[src/rtl/rnpb_pkg.sv]
// package: shared constants and payload types for the neighbour pair builder
`timescale 1ns / 1ps
`default_nettype none
package rnpb_pkg;
  localparam int MaxPointsDefault = 64;
  localparam int CoordBitsDefault = 16;
  localparam int FieldBits = 16;
  localparam int RowBits = 64;
  localparam int IdxBits = 6;
  localparam int CapBits = 6;
  localparam int AddrBits = 4;

  localparam logic [1:0] RegRadius = 2'd0;
  localparam logic [1:0] RegMaxPartners = 2'd1;
  localparam logic [1:0] RegAcross = 2'd2;
  localparam logic [1:0] RegLane = 2'd3;

  typedef struct packed {
    logic signed [FieldBits-1:0] x_coord;
    logic signed [FieldBits-1:0] y_coord;
    logic signed [FieldBits-1:0] z_coord;
    logic [FieldBits-1:0]        piece_id;
    logic                        final_point;
  } in_item_t;

  typedef struct packed {
    logic [IdxBits-1:0] row_index;
    logic [RowBits-1:0] partner_bits;
    logic               row_last;
    logic               overflowed;
  } out_item_t;

  // controller -> datapath commands
  typedef struct packed {
    logic store;     // write incoming point at count
    logic clr_row;   // clear kept row i, start scan
    logic cand_step; // evaluate pair (i,j) for candidacy
    logic sel_clear; // start a selection pass
    logic sel_step;  // evaluate j in selection pass
    logic sel_commit;// commit best of pass
    logic use_cand;  // kept row i = candidate set
    logic emit_load; // load emit word for row i
    logic emit_step; // fold column bit for j
  } dp_cmd_t;

  typedef struct packed {
    logic have;      // selection pass found a partner
    logic [IdxBits:0] ncand;
  } dp_stat_t;
endpackage
`default_nettype wire

[src/rtl/rnpb_ctrl.sv]
// controller: load counting, build sequencing and row output handshake
`timescale 1ns / 1ps
`default_nettype none
module rnpb_ctrl
  import rnpb_pkg::*;
#(
  parameter int MAX_POINTS = MaxPointsDefault
) (
  input  wire logic               clk,
  input  wire logic               rst,
  input  wire logic               in_valid,
  output logic                    in_stall,
  input  wire logic               in_final,
  input  wire logic               out_stall,
  output logic                    out_valid,
  output logic [IdxBits-1:0]      out_row,
  output logic                    out_last,
  output logic                    out_ovf,
  input  wire logic [15:0]        radius,
  input  wire logic [CapBits-1:0] cap,
  input  wire dp_stat_t           stat,
  output dp_cmd_t                 cmd,
  output logic [IdxBits:0]        count,
  output logic [IdxBits-1:0]      idx_i,
  output logic [IdxBits-1:0]      idx_j
);
  typedef enum logic [8:0] {
    S_LOAD  = 9'b000000001,
    S_ROW   = 9'b000000010,
    S_CAND  = 9'b000000100,
    S_DEC   = 9'b000001000,
    S_SEL   = 9'b000010000,
    S_COMM  = 9'b000100000,
    S_ELOAD = 9'b001000000,
    S_ESCAN = 9'b010000000,
    S_OUT   = 9'b100000000
  } state_t;

  state_t state, state_next, row_next;
  logic [IdxBits:0] j_cnt;
  logic [CapBits-1:0] k_cnt;
  logic ovf, empty_build;
  logic in_acc, last_j;
  logic [IdxBits:0] i_next;
  logic cap_ok, sel_done;

  assign in_stall = state != S_LOAD;
  assign in_acc = in_valid && !in_stall;
  assign idx_j = j_cnt[IdxBits-1:0];
  // scans run to address count, one past the last point, as the data is registered behind the address
  assign last_j = j_cnt >= count;
  assign i_next = (IdxBits+1)'(idx_i) + 1'b1;
  assign out_valid = state == S_OUT;
  assign out_row = idx_i;
  assign out_last = i_next == count;
  assign out_ovf = ovf;
  assign cap_ok = cap == '0 || stat.ncand <= (IdxBits+1)'(cap);
  assign sel_done = !stat.have || k_cnt + 1'b1 == cap;
  // all kept rows are built before the first row goes out
  assign row_next = out_last ? S_ELOAD : S_ROW;

  always_comb begin
    cmd = '0;
    cmd.store = in_acc && count < (IdxBits+1)'(MAX_POINTS);
    unique case (state)
      S_LOAD:  ;
      S_ROW:   cmd.clr_row = 1'b1;
      S_CAND:  cmd.cand_step = j_cnt != '0;
      S_DEC:   begin
        cmd.use_cand = cap_ok;
        cmd.sel_clear = 1'b1;
      end
      S_SEL:   cmd.sel_step = j_cnt != '0;
      S_COMM:  begin
        cmd.sel_commit = 1'b1;
        cmd.sel_clear = 1'b1;
      end
      S_ELOAD: cmd.emit_load = 1'b1;
      S_ESCAN: cmd.emit_step = j_cnt != i_next;
      S_OUT:   ;
      default: ;
    endcase
  end

  always_comb begin
    state_next = state;
    unique case (state)
      S_LOAD:  if (in_acc && in_final) state_next = S_ROW;
      S_ROW:   state_next = empty_build ? row_next : S_CAND;
      S_CAND:  if (last_j) state_next = S_DEC;
      S_DEC:   state_next = cap_ok ? row_next : S_SEL;
      S_SEL:   if (last_j) state_next = S_COMM;
      S_COMM:  state_next = sel_done ? row_next : S_SEL;
      S_ELOAD: state_next = (empty_build || out_last) ? S_OUT : S_ESCAN;
      S_ESCAN: if (last_j) state_next = S_OUT;
      S_OUT:   if (!out_stall) state_next = out_last ? S_LOAD : S_ELOAD;
      default: state_next = S_LOAD;
    endcase
  end

  always_ff @(posedge clk) begin
    if (rst) begin
      state <= S_LOAD;
      count <= '0;
      ovf <= 1'b0;
      idx_i <= '0;
      j_cnt <= '0;
      k_cnt <= '0;
      empty_build <= 1'b0;
    end else begin
      state <= state_next;
      unique case (state)
        S_LOAD: if (in_acc) begin
          if (count < (IdxBits+1)'(MAX_POINTS)) count <= count + 1'b1;
          else ovf <= 1'b1;
          idx_i <= '0;
          j_cnt <= '0;
          // rows stay empty with fewer than two points or radius zero
          empty_build <= (count == '0) || radius == '0;
        end
        S_ROW:   begin
          j_cnt <= '0;
          if (empty_build) idx_i <= out_last ? '0 : idx_i + 1'b1;
        end
        S_CAND:  j_cnt <= last_j ? '0 : j_cnt + 1'b1;
        S_DEC:   begin
          j_cnt <= '0;
          k_cnt <= '0;
          if (cap_ok) idx_i <= out_last ? '0 : idx_i + 1'b1;
        end
        S_SEL:   j_cnt <= last_j ? '0 : j_cnt + 1'b1;
        S_COMM:  begin
          k_cnt <= k_cnt + 1'b1;
          j_cnt <= '0;
          if (sel_done) idx_i <= out_last ? '0 : idx_i + 1'b1;
        end
        // emit scan starts at column i+1
        S_ELOAD: j_cnt <= i_next;
        S_ESCAN: j_cnt <= j_cnt + 1'b1;
        S_OUT:   if (!out_stall) begin
          if (out_last) begin
            count <= '0;
            ovf <= 1'b0;
          end else begin
            idx_i <= idx_i + 1'b1;
          end
        end
        default: ;
      endcase
    end
  end
endmodule
`default_nettype wire

[config.mk]
export PLATFORM = sky130hd
export DESIGN_NAME = rnpb_ctrl
export DESIGN_NICKNAME = d
export VERILOG_FILES = /design/src/rtl/rnpb_pkg.sv /design/src/rtl/rnpb_ctrl.sv
export SDC_FILE = /design/constraint.sdc
export NUM_CORES = 1
export LEC_CHECK = 0
export BUFFER_PORTS_ARGS = -buffer_cell sky130_fd_sc_hd__buf_2
export CAP_MARGIN = 20
export CORE_MARGIN = 3
export CORE_UTILIZATION = 40
export CTS_CLUSTER_DIAMETER = 30
export DETAILED_ROUTE_END_ITERATION = 7
export GPL_TIMING_DRIVEN = 1
export HOLD_SLACK_MARGIN = 0.02
export PLACE_DENSITY = 0.67
export SETUP_SLACK_MARGIN = 0.02
export SYNTH_ARGS = -nofsm -noshare
export SYNTH_HDL_FRONTEND = slang
export SYNTH_SLANG_ARGS = --single-unit
export TNS_END_PERCENT = 5
[constraint.sdc]
create_clock -name clk -period 6.4 [get_ports clk]
set_input_delay 0.96 -clock clk [delete_from_list [all_inputs] [get_ports clk]]
set_output_delay 0.96 -clock clk [all_outputs]
set_load 0.005 [all_outputs]
==> impl_metrics.yaml <==
timing:
  finalHoldViolCount: 0
  hold_ws_ps: 523.8
  tns_ps: 0
  max_freq_mhz: 282.3
  skew_ps: 5.000
  rsz0062_at_grt: "no"
  finalSetupViolations: 0
  slew_headroom_pct: 50.33
  min_period_ps: 3542
  slew_violations: 0
  timing.final.crit_share_pct: 55.34
  tightestPinTransition_ps: 734.7
clocking:
  postCtsResizedCells: 0
  clock_latency_ps: 290
  cts_setup_buffers: 0
  clockBufferDepth: 2
  postCtsHoldBufs: 0
  path_clk_slew_ps: 80
  numCtsBuffers: 5
  clockRootBuffer: "clkbuf_8"
  cts_tree: "done"
  cts.sinks: 37
  htree_levels: 2
yosys:
  syn_nets: 442
  synth_xor_area_share_pct: 9.666
  synthAdderAreaFrac_pct: 7.652
  synth_edf_count: 0
  yosys-top-cells-count: "nor2_1 (41), dfxtp_1 (37), a21oi_1 (25)"
  ys_warn_count: 0
  synth-simple-area-share_pct: 29.96
  synth.most_common_cell: "nor2_1"
  synthMuxAreaShare_pct: 0
  synth_top_area_share_pct: 23.84
  synthCells: 388
  synth_top_family_by_area: "simple AND/OR/NAND/NOR gates"
  synth_area_um2: 3107
  seq_area_frac_synth_pct: 23.84
  yosysTopAreaCell: "dfxtp_1"
  ys.flop_type: "dfxtp_1"
  synthDistinctLibCells: 74
  synth-compound-area-share_pct: 21.02
  yosys-top-cells-area: "dfxtp_1 (24%), ha_1 (7.7%), xnor2_1 (5.9%)"
  ys_seq_elements: 37
  async_flop_share_pct: 0
  avgSynthCellArea_um2: 8.007
run:
  max_cap_violations: 0
global_route:
  grt-ovfl-total: 0
  grt_first_pass_wirelength_um: 13510
  grt_start_max_net_pins: 29
  antenna_found_initial: 0
  grt_pass1_vias: 2822
  grt_use_total_pct: 18.98
pwr:
  pwr-share-clk_pct: 24.5
  p_switching_w: 0.0002641
  power_frac_seq_pct: 38.3
  intPower_w: 0.0004342
  combPwrFrac_pct: 37.2
  worst_ir_drop_vdd_mv: 0.07968
  p_per_area_nw_per_um2: 197.5
  swShare_pct: 37.82
  leakagePower_nw: 1.475
critical_path:
  critPathBufInv: 3
  slowest_stage: "a21oi_1"
  crit_required_ps: 5440
  critPathArrivalTime_ps: 2580
  slowest_delay_ps: 420
  cp-end-kind: "output pin"
  critPathKind: "in -> out"
  cp-start-kind: "input pin"
  crit_chain: "buf_2 > inv_1 > ha_1 > and4_1 > a32oi_1 > o32ai_1 > a21oi_1 > nor2_1 > buf_2"
  crit_fanout: 5
  worst_path_most_repeated_cell: "buf_2"
  crit_family: "compound AO/OA/AOI/OAI gates"
placed_design:
  dp_cells: 534
  dp_hpwl_um: 6422
  place_area_um2: 3450
  placement.io_buffers: 72
  place_congestion: 0.8769
floorplanning:
  rows: 31
  fp.dieH_um: 94.13
  die_w_um: 94.13
  die-area_um2: 8860
  fp.coreArea_um2: 7408
  top_level_ports: 73
  initial_core_util_pct: 41.94
cells_and_area:
  final_nets: 496
  area_growth_pct: 13.81
  final_core_util_pct: 47.73
  drive_gt1_share_pct: 22.85
  num-fill-cells: 739
  finalInstanceArea_um2: 3536
  final_cells: 541
  insertedDiodeCount: 0
route:
  drt_iter0_drc: 237
  drt_first_pass_iters: 4
  drt_wl_total_um: 8256
  vias_per_cell: 5.575
  ant_nets: 0
  post_drt_wl_per_cell_um: 15.26
  vias: 3016
  drc: 0
outcome:
  status: "completed"
worst_hold_path:
  hp-class: "reg -> reg"
[state kept, by name, indices dropped and copies added (netlist names)]
| name | flops |
|---|---|
| state | 9 |
| count | 7 |
| j_cnt | 7 |
| idx_i | 6 |
| k_cnt | 6 |
| empty_build | 1 |
| out_ovf | 1 |
[final cells by class]
cell class	count	area (µm²)	area share, %
Tap cell	99	123.9	3.503
Inverter	25	95.09	2.689
Clock buffer	7	86.33	2.442
Timing Repair Buffer	73	367.9	10.40
Sequential cell	37	740.7	20.95
Multi-Input combinational cell	300	2122	60.01
[power by group through the flow]
| stage | sequential [W] | combinational, W | clock, W |
|---|---|---|---|
| after floorplan | 0.000265 | 0.000189 | 0 |
| after global placement | 0.000271 | 0.000254 | 0 |
| after detailed placement | 0.000272 | 0.000257 | 0 |
| after CTS | 0.000267 | 0.000259 | 0.000175 |
| after global routing | 0.000271 | 0.000291 | 0.000187 |
| final | 0.000268 | 0.000260 | 0.000171 |
[layout by cell type, fill, tap and decap left out, types with 4 or more instances in the layout]
master	count
a21oi_1	25
a22oi_1	5
a31oi_1	4
buf_2	72
clkbuf_8	6
dfxtp_1	37
ha_1	19
inv_1	23
nand2_1	21
nand2b_1	5
nand3_1	14
nand3b_1	5
nand4_1	10
nor2_1	41
nor2b_1	7
nor3_1	8
nor4_1	11
o21ai_0	20
xnor2_1	21
xor2_1	8
[worst register-to-register path, stage by stage (launching register included)]
cell	delay (ps)
dfxtp_1	580
ha_1	360
and3_1	270
nor2_1	110
a211oi_4	400
o31a_1	290
or2_0	340
nand4b_1	140
a21oi_1	170
[logic make-up after synthesis]
logic type,count (synthesis)
and+or+nand+nor,158
AOI/OAI and AO/OA,92
buffers and inverters,51
DFF,37
xor gates and xnor gates,31
adders and majority gates,19
[final timing paths]
check | start | endpoint | slack [ps] | cells after the start
worst min register to register | k_cnt[4] | k_cnt[4] | 520 | 2
worst max register to register | idx_i[0] | idx_i[0] | 3680 | 8
worst min-delay path | k_cnt[4] | k_cnt[4] | 520 | 2
worst max-delay path | cap[2] | cmd[2] | 2860 | 9
[through the flow]
stage	setup WS, ps	total power, W
after global placement	2883	0.0005252
after CTS	2839	0.0007012
after global routing	2659	0.0007485
after floorplan	3274	0.0004542
final	2858	0.0006983
after detailed placement	2824	0.0005294
[per-layer routing]
metal  share of wire [%]  vias to the layer above  track usage [%]
li1                    -                     1514                -
met1                  48                     1387            26.27
met2                  44                      102            29.75
met3                 6.2                       13            3.446
met4                 1.7                        0            6.017
met5                   0                        -                0
Note: power is estimated with default switching activity, not from simulation.
